<file path="src/design/uirp_pkg.sv">
`default_nettype none
package uirp_pkg;

  localparam int BUF_DEPTH_DEF = 32;

  localparam int PERIOD_W  = 17;
  localparam int TIMEOUT_W = 24;
  localparam int CFG_IDX_W = 2;
  localparam int CFG_DAT_W = 24;
  localparam int PHASE_W   = 4;
  localparam int LEN_W     = 6;

  localparam logic [PERIOD_W-1:0]  PERIOD_RST  = 17'd16;
  localparam logic                 RX_EN_RST   = 1'b1;
  localparam logic [TIMEOUT_W-1:0] TIMEOUT_RST = 24'd1000;
  localparam logic [TIMEOUT_W-1:0] IDLE_MAX    = {TIMEOUT_W{1'b1}};

  localparam logic [CFG_IDX_W-1:0] REG_BIT_PERIOD = 2'd0;
  localparam logic [CFG_IDX_W-1:0] REG_RX_ENABLE  = 2'd1;
  localparam logic [CFG_IDX_W-1:0] REG_TIMEOUT    = 2'd2;

  localparam logic [PHASE_W-1:0] PH_IDLE  = 4'd0;
  localparam logic [PHASE_W-1:0] PH_START = 4'd1;
  localparam logic [PHASE_W-1:0] PH_DATA0 = 4'd2;
  localparam logic [PHASE_W-1:0] PH_STOP  = 4'd10;

  typedef enum logic [1:0] {
    KIND_BYTE  = 2'd0,
    KIND_PKT   = 2'd1,
    KIND_EMPTY = 2'd2
  } kind_t;

  typedef enum logic [1:0] {
    ST_IDLE,
    ST_MARK,
    ST_RD,
    ST_LD
  } ctrl_state_t;

  typedef struct packed {
    logic take;
    logic ld_mark;
    logic ld_pkt;
  } dp_cmd_t;

  typedef struct packed {
    logic out_free;
    logic dump_req;
    logic dump_empty;
    logic idx_last;
  } dp_sts_t;

endpackage
`default_nettype wire

</file>
<file path="src/design/uirp_ctrl.sv">
`default_nettype none
module uirp_ctrl import uirp_pkg::*; (
  input  wire logic    clk,
  input  wire logic    rst_n,
  input  wire logic    in_valid,
  output logic         in_stall,
  input  wire dp_sts_t sts,
  output dp_cmd_t      cmd
);

  ctrl_state_t state_r, state_nxt;

  always_ff @(posedge clk) begin
    if (!rst_n) begin
      state_r <= ST_IDLE;
    end else begin
      state_r <= state_nxt;
    end
  end

  always_comb begin
    state_nxt = state_r;
    unique case (state_r)
      ST_IDLE: begin
        if (in_valid && sts.out_free && sts.dump_req) begin
          state_nxt = sts.dump_empty ? ST_MARK : ST_RD;
        end
      end
      ST_MARK: begin
        if (sts.out_free) state_nxt = ST_IDLE;
      end
      ST_RD: state_nxt = ST_LD;
      ST_LD: begin
        if (sts.out_free) state_nxt = sts.idx_last ? ST_IDLE : ST_RD;
      end
      default: state_nxt = ST_IDLE;
    endcase
  end

  always_comb begin
    cmd      = '0;
    in_stall = 1'b1;
    unique case (state_r)
      ST_IDLE: begin
        in_stall = !sts.out_free;
        cmd.take = in_valid && sts.out_free;
      end
      ST_MARK: cmd.ld_mark = sts.out_free;
      ST_RD:   cmd = '0;
      ST_LD:   cmd.ld_pkt = sts.out_free;
      default: cmd = '0;
    endcase
  end

endmodule
`default_nettype wire

</file>
<file path="src/design/uirp_dp.sv">
`default_nettype none
module uirp_dp import uirp_pkg::*; #(
  parameter int BUFFER_DEPTH = BUF_DEPTH_DEF
) (
  input  wire logic                 clk,
  input  wire logic                 rst_n,
  input  wire logic                 cfg_we,
  input  wire logic [CFG_IDX_W-1:0] cfg_index,
  input  wire logic [CFG_DAT_W-1:0] cfg_data,
  input  wire logic                 in_rx_level,
  input  wire logic                 in_fetch_poll,
  input  wire dp_cmd_t              cmd,
  output dp_sts_t                   sts,
  input  wire logic                 out_stall,
  output logic                      out_valid,
  output logic [1:0]                out_kind,
  output logic [7:0]                out_data,
  output logic [LEN_W-1:0]          out_packet_length,
  output logic                      out_overflow,
  output logic                      out_last
);

  localparam int CW = $clog2(BUFFER_DEPTH + 1);
  localparam int AW = (BUFFER_DEPTH > 1) ? $clog2(BUFFER_DEPTH) : 1;

  logic [PERIOD_W-1:0]  bit_period_r;
  logic                 rx_en_r;
  logic [TIMEOUT_W-1:0] timeout_r;

  logic                 prev_r, prev_nxt;
  logic [PHASE_W-1:0]   phase_r, phase_nxt;
  logic [PERIOD_W-1:0]  tick_r, tick_nxt;
  logic [7:0]           shift_r, shift_nxt;
  logic [CW-1:0]        count_r, count_nxt;
  logic                 armed_r, armed_nxt;
  logic [TIMEOUT_W-1:0] idle_r, idle_nxt;
  logic [CW-1:0]        len_r, idx_r;
  logic [7:0]           rdata_r;
  logic [7:0]           mem [BUFFER_DEPTH];

  logic                 out_valid_r, out_valid_nxt;
  logic [1:0]           kind_r;
  logic [7:0]           data_r;
  logic [LEN_W-1:0]     plen_r;
  logic                 ovf_r, last_r;

  logic          fire, good, has_room, store, ovf, dump;
  logic [CW-1:0] cnt_after;

  always_ff @(posedge clk) begin
    if (!rst_n) begin
      bit_period_r <= PERIOD_RST;
      rx_en_r      <= RX_EN_RST;
      timeout_r    <= TIMEOUT_RST;
    end else if (cfg_we) begin
      unique case (cfg_index)
        REG_BIT_PERIOD: bit_period_r <= cfg_data[PERIOD_W-1:0];
        REG_RX_ENABLE:  rx_en_r      <= cfg_data[0];
        REG_TIMEOUT:    timeout_r    <= cfg_data[TIMEOUT_W-1:0];
        default: ;
      endcase
    end
  end

  always_comb begin
    idle_nxt  = (idle_r == IDLE_MAX) ? idle_r : idle_r + 24'd1;
    phase_nxt = phase_r;
    tick_nxt  = tick_r;
    shift_nxt = shift_r;
    fire      = 1'b0;
    good      = 1'b0;
    if (phase_r != PH_IDLE) begin
      if (tick_r <= 17'd1) begin
        fire     = 1'b1;
        tick_nxt = bit_period_r;
      end else begin
        tick_nxt = tick_r - 17'd1;
      end
      if (fire) begin
        if (phase_r == PH_START) begin
          phase_nxt = PH_DATA0;
        end else if (phase_r < PH_STOP) begin
          shift_nxt = {in_rx_level, shift_r[7:1]};
          phase_nxt = phase_r + 4'd1;
        end else begin
          phase_nxt = PH_IDLE;
          good      = (phase_r == PH_STOP) && in_rx_level;
        end
      end
    end else if (prev_r && !in_rx_level && rx_en_r) begin
      phase_nxt = PH_START;
      shift_nxt = 8'd0;
      tick_nxt  = bit_period_r >> 1;
    end
    prev_nxt  = in_rx_level;
    has_room  = count_r < CW'(BUFFER_DEPTH);
    store     = good && has_room;
    ovf       = good && !has_room && armed_r;
    cnt_after = store ? count_r + CW'(1) : count_r;
    if (good) idle_nxt = '0;
    dump      = in_fetch_poll && (idle_nxt >= timeout_r);
    count_nxt = dump ? '0 : cnt_after;
    armed_nxt = dump ? 1'b0 : (in_fetch_poll | armed_r);
  end

  always_ff @(posedge clk) begin
    if (!rst_n) begin
      prev_r  <= 1'b1;
      phase_r <= PH_IDLE;
      tick_r  <= '0;
      shift_r <= '0;
      count_r <= '0;
      armed_r <= 1'b0;
      idle_r  <= '0;
    end else if (cmd.take) begin
      prev_r  <= prev_nxt;
      phase_r <= phase_nxt;
      tick_r  <= tick_nxt;
      shift_r <= shift_nxt;
      count_r <= count_nxt;
      armed_r <= armed_nxt;
      idle_r  <= idle_nxt;
    end
  end

  always_ff @(posedge clk) begin
    if (cmd.take && store) mem[count_r[AW-1:0]] <= shift_r;
    rdata_r <= mem[idx_r[AW-1:0]];
  end

  always_ff @(posedge clk) begin
    if (cmd.take) begin
      len_r <= cnt_after;
      idx_r <= '0;
    end else if (cmd.ld_pkt) begin
      idx_r <= idx_r + CW'(1);
    end
  end

  always_comb begin
    out_valid_nxt = out_valid_r && out_stall;
    if ((cmd.take && good) || cmd.ld_mark || cmd.ld_pkt) out_valid_nxt = 1'b1;
  end

  always_ff @(posedge clk) begin
    if (!rst_n) begin
      out_valid_r <= 1'b0;
    end else begin
      out_valid_r <= out_valid_nxt;
    end
  end

  always_ff @(posedge clk) begin
    if (cmd.take && good) begin
      kind_r <= KIND_BYTE;
      data_r <= shift_r;
      plen_r <= '0;
      ovf_r  <= ovf;
      last_r <= !dump;
    end else if (cmd.ld_mark) begin
      kind_r <= KIND_EMPTY;
      data_r <= '0;
      plen_r <= '0;
      ovf_r  <= 1'b0;
      last_r <= 1'b1;
    end else if (cmd.ld_pkt) begin
      kind_r <= KIND_PKT;
      data_r <= rdata_r;
      plen_r <= LEN_W'(len_r);
      ovf_r  <= 1'b0;
      last_r <= sts.idx_last;
    end
  end

  assign sts.out_free   = !out_valid_r || !out_stall;
  assign sts.dump_req   = dump;
  assign sts.dump_empty = (cnt_after == '0);
  assign sts.idx_last   = (idx_r == len_r - CW'(1));

  assign out_valid         = out_valid_r;
  assign out_kind          = kind_r;
  assign out_data          = data_r;
  assign out_packet_length = plen_r;
  assign out_overflow      = ovf_r;
  assign out_last          = last_r;

endmodule
`default_nettype wire

</file>
<file path="src/design/uart_rx_with_idle_packet.sv">
// Channel   Handshake           Payload
// in_       in_valid/in_stall   in_rx_level, in_fetch_poll
// out_      out_valid/out_stall out_kind, out_data, out_packet_length,
//                               out_overflow, out_last
// cfg_      cfg_valid/cfg_ready cfg_index, cfg_data
//
// One sample per cycle while the result register is free and no packet dump
// runs; a received byte sits in the single result register, so the next
// sample otherwise waits only for it. A packet dump holds input while each
// stored byte is read from the buffer then loaded, or the empty marker is.
// Reset is synchronous on rst_n low; cfg_ready is always high.
`default_nettype none
module uart_rx_with_idle_packet import uirp_pkg::*; #(
  parameter int BUFFER_DEPTH = BUF_DEPTH_DEF
) (
  input  wire logic                 clk,
  input  wire logic                 rst_n,
  input  wire logic                 cfg_valid,
  output logic                      cfg_ready,
  input  wire logic [CFG_IDX_W-1:0] cfg_index,
  input  wire logic [CFG_DAT_W-1:0] cfg_data,
  input  wire logic                 in_valid,
  output logic                      in_stall,
  input  wire logic                 in_rx_level,
  input  wire logic                 in_fetch_poll,
  output logic                      out_valid,
  input  wire logic                 out_stall,
  output logic [1:0]                out_kind,
  output logic [7:0]                out_data,
  output logic [LEN_W-1:0]          out_packet_length,
  output logic                      out_overflow,
  output logic                      out_last
);

  dp_cmd_t cmd;
  dp_sts_t sts;

  assign cfg_ready = 1'b1;

  uirp_ctrl u_ctrl (
    .clk      (clk),
    .rst_n    (rst_n),
    .in_valid (in_valid),
    .in_stall (in_stall),
    .sts      (sts),
    .cmd      (cmd)
  );

  uirp_dp #(
    .BUFFER_DEPTH (BUFFER_DEPTH)
  ) u_dp (
    .clk               (clk),
    .rst_n             (rst_n),
    .cfg_we            (cfg_valid && cfg_ready),
    .cfg_index         (cfg_index),
    .cfg_data          (cfg_data),
    .in_rx_level       (in_rx_level),
    .in_fetch_poll     (in_fetch_poll),
    .cmd               (cmd),
    .sts               (sts),
    .out_stall         (out_stall),
    .out_valid         (out_valid),
    .out_kind          (out_kind),
    .out_data          (out_data),
    .out_packet_length (out_packet_length),
    .out_overflow      (out_overflow),
    .out_last          (out_last)
  );

  a_one_load: assert property (@(posedge clk) disable iff (!rst_n)
    $onehot0({cmd.take, cmd.ld_mark, cmd.ld_pkt}))
    else $error("more than one result load in a cycle");

  a_ovf_kind: assert property (@(posedge clk) disable iff (!rst_n)
    out_valid && out_overflow |-> out_kind == KIND_BYTE)
    else $error("overflow flagged on a packet result");

  a_empty_last: assert property (@(posedge clk) disable iff (!rst_n)
    out_valid && out_kind == KIND_EMPTY |-> out_last && out_data == 8'd0)
    else $error("empty marker not final or carries data");

  a_take_free: assert property (@(posedge clk) disable iff (!rst_n)
    cmd.take |=> !$past(out_valid && out_stall))
    else $error("transaction accepted over a held result");

endmodule
`default_nettype wire

</file>
<file path="config.mk">
export PLATFORM = sky130hd
export DESIGN_NAME = uart_rx_with_idle_packet
export DESIGN_NICKNAME = d
export VERILOG_FILES = /design/src/design/uirp_pkg.sv /design/src/design/uirp_ctrl.sv /design/src/design/uirp_dp.sv /design/src/design/uart_rx_with_idle_packet.sv
export SDC_FILE = /design/constraint.sdc
export NUM_CORES = 1
export LEC_CHECK = 0
export BUFFER_PORTS_ARGS = -buffer_cell sky130_fd_sc_hd__buf_2
export CAP_MARGIN = 20
export CORE_AREA = 2 2 183 185
export DETAILED_ROUTE_END_ITERATION = 10
export DIE_AREA = 0 0 185 187
export MAX_ROUTING_LAYER = met4
export PLACE_DENSITY_LB_ADDON = 0.2
export SLEW_MARGIN = 20
export SYNTH_ARGS = -nofsm -noshare
export SYNTH_HDL_FRONTEND = slang
export SYNTH_SLANG_ARGS = --single-unit
</file>
<file path="constraint.sdc">
create_clock -name clk -period 8.77 [get_ports clk]
set_input_delay 1.754 -clock clk [delete_from_list [all_inputs] [get_ports clk]]
set_output_delay 1.754 -clock clk [all_outputs]
set_load 0.005 [all_outputs]
</file>
==> qor.yml <==
worstPathCellList: "or4_1, or3_1, nor3_1, nor2_1, ha_1, nand2_1, nor4_1, nand2_1, o211ai_1, nand2_1, a2bb2oi_1"
tightestPinTransition_ps: 1048
critical-path-max-stage-delay_ps: 690
crit_slowest_cell: "or4_1"
core-area_mm2: 0.03286
maxCapViolations: 0
filler_cell_count: 2633
sum_of_negative_setup_slack_ps: 0
post_cts.repair.setup_buffers: 0
antenna_found_initial: 1
drt.antenna.violating_nets: 0
ff_latch_area_mm2: 0.01074
final_nets: 1470
mostFrequentLayoutCell: "edfxtp_1"
syn-instance-count: 1364
floorplan.die_area_mm2: 0.03460
multi_input_area_mm2: 0.006437
critical_path_buf_inv_count: 0
cp.required_ps: 9040
rsz0062_at_grt: "false"
wirelength_mm: 39.13
dp_slack_ps: 3997
crit_family: "simple AND/OR/NAND/NOR gates"
vdd_drop_max_v: 0.0001566
clock_latency_ps: 550
die_outline_width_um: 185
synth-seq-area-share_pct: 60.86
distinct_cells_synth: 65
first_global_vias: 10910
final_cycle_utilization_of_the_critical_path_pct: 51.08
gp_congestion: 0.8556
number_of_register_bits_inferred_by_synthesis: 400
grt.total_usage_pct: 23.83
final.setup.worst_slack_ps: 4291
crit_path_frequent_cell: "nand2_1"
maxSlewViolCount: 0
drive_gt1_share_pct: 16.13
drcViolationCount: 0
gr-total-overflow: 0
cts_buffers: 42
route.vias.total: 11080
timing.critical_path.to_type: "flop"
setup.worst_path.class: "reg -> reg"
cts_hold_repair.buffers: 0
most-common-layout-cells: "edfxtp_1, nand2_1, dfxtp_1"
final.setup_skew_ps: 13.00
dominant_register_cell_in_the_synthesized_netlist: "edfxtp_1"
drc_marker_count_from_the_first_detailed_route_iteration: 974
timing.critical_path.from_type: "flop"
tritoncts_clock_tree: "done"
viasPerCell: 5.889
drt-pass1-iter-count: 5
io_pins: 54
clk_root_buffer_cell: "clkbuf_16"
synth_area_mm2: 0.01763
grt_first_pass_wirelength_mm: 61.47
cts.htree.levels: 2
max_slew_margin_vs_limit_pct: 30.01
max_freq_mhz: 223.2
synth_enable_flop_cells: 272
status: "finished clean"
port-buffer-count: 52
setup_violations: 0
grt_max_degree: 74
hold_path_class: "reg -> reg"
timing.critical_path.fanout_max: 10
timing_hold_violations_final: 0
start_util_pct: 53.66
route.detailed.wl_per_inst_um: 20.80
cellPowerDensity_mw_per_mm2: 206.7
area_delta_synth_final_pct: 11.52
clock_sink_count: 400
synth.avg_cell_area_um2: 12.93
fp.dieH_um: 187
holdWs_ps: 454.3
post_cts_resized: 0
synth_warn: 0
synthesized_nets: 1434
clock_path_buffers: 3
period_minus_slack_ps: 4479
num_rows: 67
dpl.hpwl_mm: 25.46
cp.arrival_ps: 4750
clk_pin_slew_ps: 60
ys_async_rst_share_pct: 0
power.static_leakage_uw: 0.006492
## sequential cells by signal, summed over array words and instances (netlist names), 2 cells and up, named ones only
register                flops
u_dp.idle_r                24
u_dp.out_kind               2
u_dp.out_data               8
u_dp.len_r                  6
u_dp.tick_r                17
u_dp.timeout_r             24
u_dp.count_r                6
u_ctrl.state_r              2
u_dp.phase_r                4
u_dp.shift_r                8
u_dp.out_packet_length      6
u_dp.idx_r                  6
u_dp.rdata_r                8
u_dp.mem                  256
u_dp.bit_period_r          17
## path summary, 6_finish.rpt
path / slack [ps] / cells past startpoint / from / endpoint
setup / recovery: 4290 / 11 / u_dp.tick_r[4] / u_dp.out_last
hold / removal: 450 / 2 / u_dp.timeout_r[19] / u_dp.timeout_r[19]
setup reg to reg: 4290 / 11 / u_dp.tick_r[4] / u_dp.out_last
hold reg to reg: 450 / 2 / u_dp.timeout_r[19] / u_dp.timeout_r[19]
## cell families (layout without fill, tap and decap cells)
| kind of cell | after synthesis | in the layout | synth area share (%) |
|---|---|---|---|
| buffers and inverters | 119 | 187 | 2.661 |
| muxes | 108 | 108 | 11.90 |
| DFF | 400 | 400 | 60.86 |
| and+or+nand+nor | 444 | 444 | 11.99 |
| xor gates and xnor gates | 54 | 54 | 2.682 |
| adders and majority gates | 37 | 37 | 2.626 |
| other | 1 | 2 | 0.02127 |
| AOI/OAI and AO/OA | 201 | 201 | 7.260 |
## tightest hold or removal path, cell delays in order (launching register included)
cell and delay [ps]:
dfxtp_1 310, nand2_1 50, a21oi_1 50
## where the power goes
| part | total (uW) | switching [uW] | internal [uW] | leakage, uW |
|---|---|---|---|---|
| logic | 284 | 176 | 108 | 0.00254 |
| registers | 2030 | 19.8 | 2010 | 0.00330 |
| clock network | 1750 | 737 | 1020 | 0.000656 |
## final cells by class
cell class / instances / share of cell area (%)
Clock buffer: 54 / 5.778
Tap cell: 448 / 2.851
Inverter: 40 / 0.7636
Clock inverter: 22 / 1.209
Timing Repair Buffer: 71 / 2.049
Antenna cell: 1 / 0.01273
Sequential cell: 400 / 54.60
Multi-Input combinational cell: 845 / 32.74
## Yosys cell counts, types with 24 or more instances
cell,instances,area share (%)
a21oi_1,84,2.4
clkbuf_1,59,1.3
dfxtp_1,128,15
edfxtp_1,272,46
ha_1,37,2.6
inv_1,40,0.85
mux4_2,80,10
nand2_1,158,3.4
nand3_1,40,1.1
nand4_1,28,0.99
nor2_1,99,2.1
nor3_1,24,0.68
xor2_1,37,1.8
## per-stage QoR
stage | total power [uW] | util [%] | cells | area, um^2
finish | 4065 | 59.83 | 1881 | 19660
CTS | 4100 | 59.83 | 1880 | 19660
global route | 4213 | 59.83 | 1881 | 19660
detailed placement | 2351 | 55.65 | 1804 | 18290
floorplan | 2296 | - | 1364 | 17630
global placement | 2348 | 55.65 | 1804 | 18290
## metal layers
metal  up-vias  share of wire (%)  global-route usage, %
met5         -                  0                      -
met1      5461                 43                  31.66
met3        83                5.5                  3.719
met2       307                 49                  37.97
met4         0                3.1                  7.479
li1       5226                  -                      -
Note: power is estimated with default switching activity, not from simulation.
